[src/rtl/swtq_pkg.sv]
// Shared types and constants for the sleep/wakeup timer queue.
// No dependencies; imported by swtq_cell and sleep_wakeup_timer_queue_unit.
package swtq_pkg;

    localparam int          ID_W      = 16;
    localparam int          TIME_W    = 32;
    localparam int          TPS_W     = 10;
    localparam int          SECS_W    = 16;
    localparam int          PROD_W    = (SECS_W - 1) + TPS_W;
    localparam logic [TPS_W-1:0] TPS_RESET = 10'd10;

    localparam logic CMD_SLEEP = 1'b0;
    localparam logic CMD_TICK  = 1'b1;

    typedef enum logic [2:0] {
        K_QUEUED = 3'd0,
        K_REJECT = 3'd1,
        K_BUSY   = 3'd2,
        K_WOKEN  = 3'd3,
        K_NONE   = 3'd4
    } t_kind;

    typedef enum logic [1:0] {
        S_IDLE,
        S_CALC,
        S_INS,
        S_WAKE
    } t_state;

    typedef struct packed {
        logic              valid;
        logic [ID_W-1:0]   owner;
        logic [TIME_W-1:0] wake;
    } t_entry;

    typedef struct packed {
        logic              ins;
        logic              pop;
        logic [ID_W-1:0]   owner;
        logic [TIME_W-1:0] wake;
    } t_cell_ctrl;

endpackage

[src/rtl/swtq_cell.sv]
// One cell of the sorted wake-time chain: holds one entry and its slot.
// Depends on swtq_pkg; instantiated in a row by sleep_wakeup_timer_queue_unit.
module swtq_cell
    import swtq_pkg::*;
#(
    parameter int SW = 6
) (
    input  logic          i_clk,
    input  logic          i_rst_n,
    input  t_cell_ctrl    i_ctrl,
    input  logic [SW-1:0] i_new_slot,
    input  t_entry        i_left,
    input  logic [SW-1:0] i_left_slot,
    input  logic          i_left_keep,
    input  t_entry        i_right,
    input  logic [SW-1:0] i_right_slot,
    output t_entry        o_entry,
    output logic [SW-1:0] o_slot,
    output logic          o_keep
);

    logic              r_valid, n_valid;
    logic [ID_W-1:0]   r_owner, n_owner;
    logic [TIME_W-1:0] r_wake,  n_wake;
    logic [SW-1:0]     r_slot,  n_slot;
    logic              keep;

    // strictly earlier entries stay put; equal wake times go behind the new one
    assign keep = r_valid && (r_wake < i_ctrl.wake);

    always_comb begin
        n_valid = r_valid;
        n_owner = r_owner;
        n_wake  = r_wake;
        n_slot  = r_slot;
        if (i_ctrl.ins) begin
            if (!keep) begin
                if (i_left_keep) begin
                    n_valid = 1'b1;
                    n_owner = i_ctrl.owner;
                    n_wake  = i_ctrl.wake;
                    n_slot  = i_new_slot;
                end else begin
                    n_valid = i_left.valid;
                    n_owner = i_left.owner;
                    n_wake  = i_left.wake;
                    n_slot  = i_left_slot;
                end
            end
        end else if (i_ctrl.pop) begin
            n_valid = i_right.valid;
            n_owner = i_right.owner;
            n_wake  = i_right.wake;
            n_slot  = i_right_slot;
        end
    end

    always_ff @(posedge i_clk) begin
        if (!i_rst_n) begin
            r_valid <= 1'b0;
        end else begin
            r_valid <= n_valid;
        end
    end

    always_ff @(posedge i_clk) begin
        r_owner <= n_owner;
        r_wake  <= n_wake;
        r_slot  <= n_slot;
    end

    assign o_entry = '{valid: r_valid, owner: r_owner, wake: r_wake};
    assign o_slot  = r_slot;
    assign o_keep  = keep;

endmodule

[config.mk]
export PLATFORM = sky130hd
export DESIGN_NAME = swtq_cell
export DESIGN_NICKNAME = d
export VERILOG_FILES = /design/src/rtl/swtq_pkg.sv /design/src/rtl/swtq_cell.sv
export SDC_FILE = /design/constraint.sdc
export NUM_CORES = 1
export LEC_CHECK = 0
export ABC_AREA = 1
export BUFFER_PORTS_ARGS = -buffer_cell sky130_fd_sc_hd__buf_2
export CORE_ASPECT_RATIO = 0.5
export CORE_MARGIN = 2
export CORE_UTILIZATION = 44
export DETAILED_ROUTE_END_ITERATION = 12
export PLACE_DENSITY = 0.86
export SLEW_MARGIN = 0
export SYNTH_ARGS = -nofsm -noshare
export SYNTH_HDL_FRONTEND = slang
export SYNTH_SLANG_ARGS = --single-unit
[constraint.sdc]
create_clock -name i_clk -period 3.6 [get_ports i_clk]
set_input_delay 0.54 -clock i_clk [delete_from_list [all_inputs] [get_ports i_clk]]
set_output_delay 0.54 -clock i_clk [all_outputs]
set_load 0.02 [all_outputs]
# After elaboration in Yosys (flattened, before gate mapping)
# Cells that the tools add are included.
# op_classes
n_lt_le_gt_ge	1
eq_ne	1
n_mux	16
reduce_logical	3
# ops
cell	n
two-way mux 32 bit	4
two-way mux 16 bit	4
less-than comparator 32 bit	1
two-way mux 6 bit	4
two-way mux 1 bit	4
inequality test 2 bit (second input constant)	1
AND reduction 2 bit	1
nonzero test 2 bit	1
logical AND 1 bit	1
# totals
register_bits	55
in_bits	169
elab_cells	25

# Depth between registers and ports, before layout
# logic_depth
ltp_word	4
depth_mapped	15
depth_no_buf	15

# Least setup slack after synthesis
# Ideal clock, no wire load.
# synth_path
kind	in2reg
from	input i_ctrl[31] (netlist name)
to	register r_slot[0] (netlist: o_slot[0]) (enable)
setup_time_ps	417
arrival_ps	2778
setup_slack_ps	405
path_stages	9
path_buffers	0
cell_sequence	inv_1 ha_1 nand2_2 nor4_4 inv_2 nor2_2 nand2_1 nand3_1 and2_1
# synth_via
elab_chain_cells	4
# synth_rtl
element	line_no	text
start, declared	swtq_cell.sv:10	input t_cell_ctrl i_ctrl,
less-than comparator 32 bit	swtq_cell.sv:29	assign keep = r_valid && (r_wake < i_ctrl.wake);
logical AND 1 bit	swtq_cell.sv:29	
inequality test 2 bit (no line)	-	
AND reduction 2 bit (no line)	-	
end signal, assigned	swtq_cell.sv:69	r_slot <= n_slot;
end, declared	swtq_cell.sv:25	logic [SW-1:0] r_slot, n_slot;
# Every way passes these cells.
# A chain may end at the register's enable or synchronous reset.

# Worst setup path in the final report
# layout_path
from	register r_wake[5]
to	output o_keep
# layout_via
elab_chain_cells	2
# layout_rtl
element	line_no	text
start, declared	swtq_cell.sv:24	logic [TIME_W-1:0] r_wake, n_wake;
start signal, assigned	swtq_cell.sv:68	r_wake <= n_wake;
less-than comparator 32 bit	swtq_cell.sv:29	
logical AND 1 bit	swtq_cell.sv:29	
end, declared	swtq_cell.sv:19	output logic o_keep
# Every way passes these cells.

==> metrics.txt <==
status=finished, final reports clean; post-synthesis instance total=445; Syn Nets=645; Avg Synthesized Cell Area=8.11 um2; CTS Buffer Depth=2; worst hold path type=in2reg; most common cell in the synthesized netlist=o21ai_0; Clock Sinks=55; ranking of synthesized cells by area=edfxtp_1, o21ai_0, ha_1; final WL=10800 um; antenna viol nets, final=0; worst r2r src=r_wake[31]$_DFFE_PP_; setup_tns=0 ps; normalized max-slew margin=43.4%; leak pwr=0.00253 uW; clk root buf=clkbuf_16; Hold Fails Final Rpt=0; via/cell ratio=5.04; cells on worst reg2reg path=9; Tcrit/Tclk final=67.2%; largest net degree at the start of global routing=56; cts repair resizes=0; post-synth top area share=45.0%; DR vias=3886; met3 Track Usage GR=4.30%; drt first-iter violations=319; core box area=7970 um2; register bit total from synthesis=55; met2 usage=42.0%; Post-synth top flop=edfxtp_1; Worst IR Drop VDD=0.196 mV; Layout Skew=6.58 ps; RePlAce Congestion=0.853; PwrDens=370 nW/um2; commonest cells in the netlist=o21ai_0, nand2_1, nor2_1, edfxtp_1, inv_1; CTS tree=done; clk_lat worst skew=290 ps; Die Width=132 um; nets=858; RR Endpoint=r_owner[1]$_DFFE_PP_; ANT cells=0; DR DRC count=0; hold-critical path depth=3; EDFF count, synth=54; Max FO, Critical Path=2; first-pass GRT wire length=16200 um; worst hold endpoint=o_slot[5]$_DFFE_PP_; Total Power=1830 uW; Async SR Flop Fraction=0%; HP Start=i_right_slot[5]; Clock transition at path regs=70 ps; Setup crit end kind=output pin; Synth Cell Area=3610 um2; Cell variety after synth=23; DR WL/cell=14.0 um; min cycle time layout=2420 ps; crit start category=flop; Die Ht=68.0 um; Slew @ Worst Pin=848 ps; Pre-Repair DR Iteration Count=6; Port Buffers=224; Crit Path Class=reg2out; WP data required=3060 ps; postcts setup bufs=0; layout cells sized above 1=36.6%; die area=8980 um2; IO Pins=225; cts hold-fix bufs=0; Slew Viols, Final=0; Ys Warns=0; initial antenna violation count=0; Setup-failing EPs final=0; largest area contributor in the netlist=edfxtp_1; max frequency=0.413 GHz; max-cap violations=0; GRT met1 Usage=27.0%; htree depth=2; sequential-to-total area share from yosys stat=45.5%; # rows=23; worst reg-to-reg setup slack=1310 ps; GRT Util Overall=22.7%; Starting Density=45.3%; post-place setup slack=1020 ps; GRT Residual Overflow=0; Final WS setup=1180 ps; RSZ-0062 raised after global routing=no; crit path DAT=1880 ps; vias in the first global route=3660; Inserted Clock Buffers=5; Area Overhead vs Synth=36.8%; grt peak-use layer=met2; dpl hpwl=8140 um
-- critical path, stage by stage, from the launching register on --
cell and delay (ps):
edfxtp_1 400, ha_1 320, a21oi_1 140, nor2_1 60, nor3_1 160, nand2_1 80, nand2_1 60, nand2_1 50
nand2_1 80, nand2_1 50, inv_1 50, buf_2 160
-- report_power, final --
group	internal [uW]	total (uW)	leakage [uW]	switching (uW)
clock	260	471	0.0000652	212
combinational	204	532	0.00191	328
sequential	796	824	0.000558	28.5
-- sequential cells by signal, summed over array words and instances (netlist names) --
name     cells
r_owner     16
r_wake      32
o_slot       6
r_valid      1
-- layout make-up --
class | count | area, um2
fill | 716 | 3040
tap | 112 | 140
multi-input combinational | 318 | 1670
clock buffer | 8 | 136
sequential | 55 | 1640
inverter | 48 | 180
timing repair buffer | 230 | 1170
-- metal layers --
metal | wire length [um] | part of all wire (%)
met3 | 568 | 5.3
met5 | 0 | 0
met2 | 5470 | 51
met4 | 233 | 2.2
met1 | 4540 | 42
-- cells in the final DEF, fill, tap and decap left out, types with 2 or more instances in the layout --
cell type  instances
clkbuf_1           3
o21ai_0           98
nand3_1            5
a21oi_1           14
inv_2              2
nor3_1             3
clkbuf_16          5
nand4_1            2
buf_2            224
nor2_1            60
ha_1              31
inv_1             45
edfxtp_1          54
nand2_1           85
buf_4              6
o21ai_1           14
-- logic make-up (layout without fill, tap and decap cells) --
group	Yosys count	count (layout)	synth area share, %
adders and majority gates	31	31	10.8
and+or+nand+nor	160	160	17.9
AOI/OAI and AO/OA	127	127	17.7
buffers and inverters	72	286	8.22
DFF	55	55	45.5
-- stage by stage --
stage	hold slack, ps	utilization, %	instances	area (um2)
after floorplan	584	-	445	3610
after global placement	609	60.2	763	4800
after detailed placement	623	60.2	763	4800
after CTS	521	61.9	771	4930
after global routing	537	61.9	771	4930
final	524	61.9	771	4930
-- how the worst max path moves through the flow --
stage / slack [ps] / start / to
global placement: 1100 / i_ctrl[31] / r_owner[13]$_DFFE_PP_
finish: 1180 / r_wake[5]$_DFFE_PP_ / o_keep
floorplan: 400 / i_ctrl[31] / o_slot[0]$_DFFE_PP_
detailed placement: 1020 / i_ctrl[31] / r_owner[13]$_DFFE_PP_
CTS: 1160 / r_wake[31]$_DFFE_PP_ / o_keep
global route: 1030 / r_wake[15]$_DFFE_PP_ / o_keep
No activity file was read; power rests on OpenSTA's default activity.
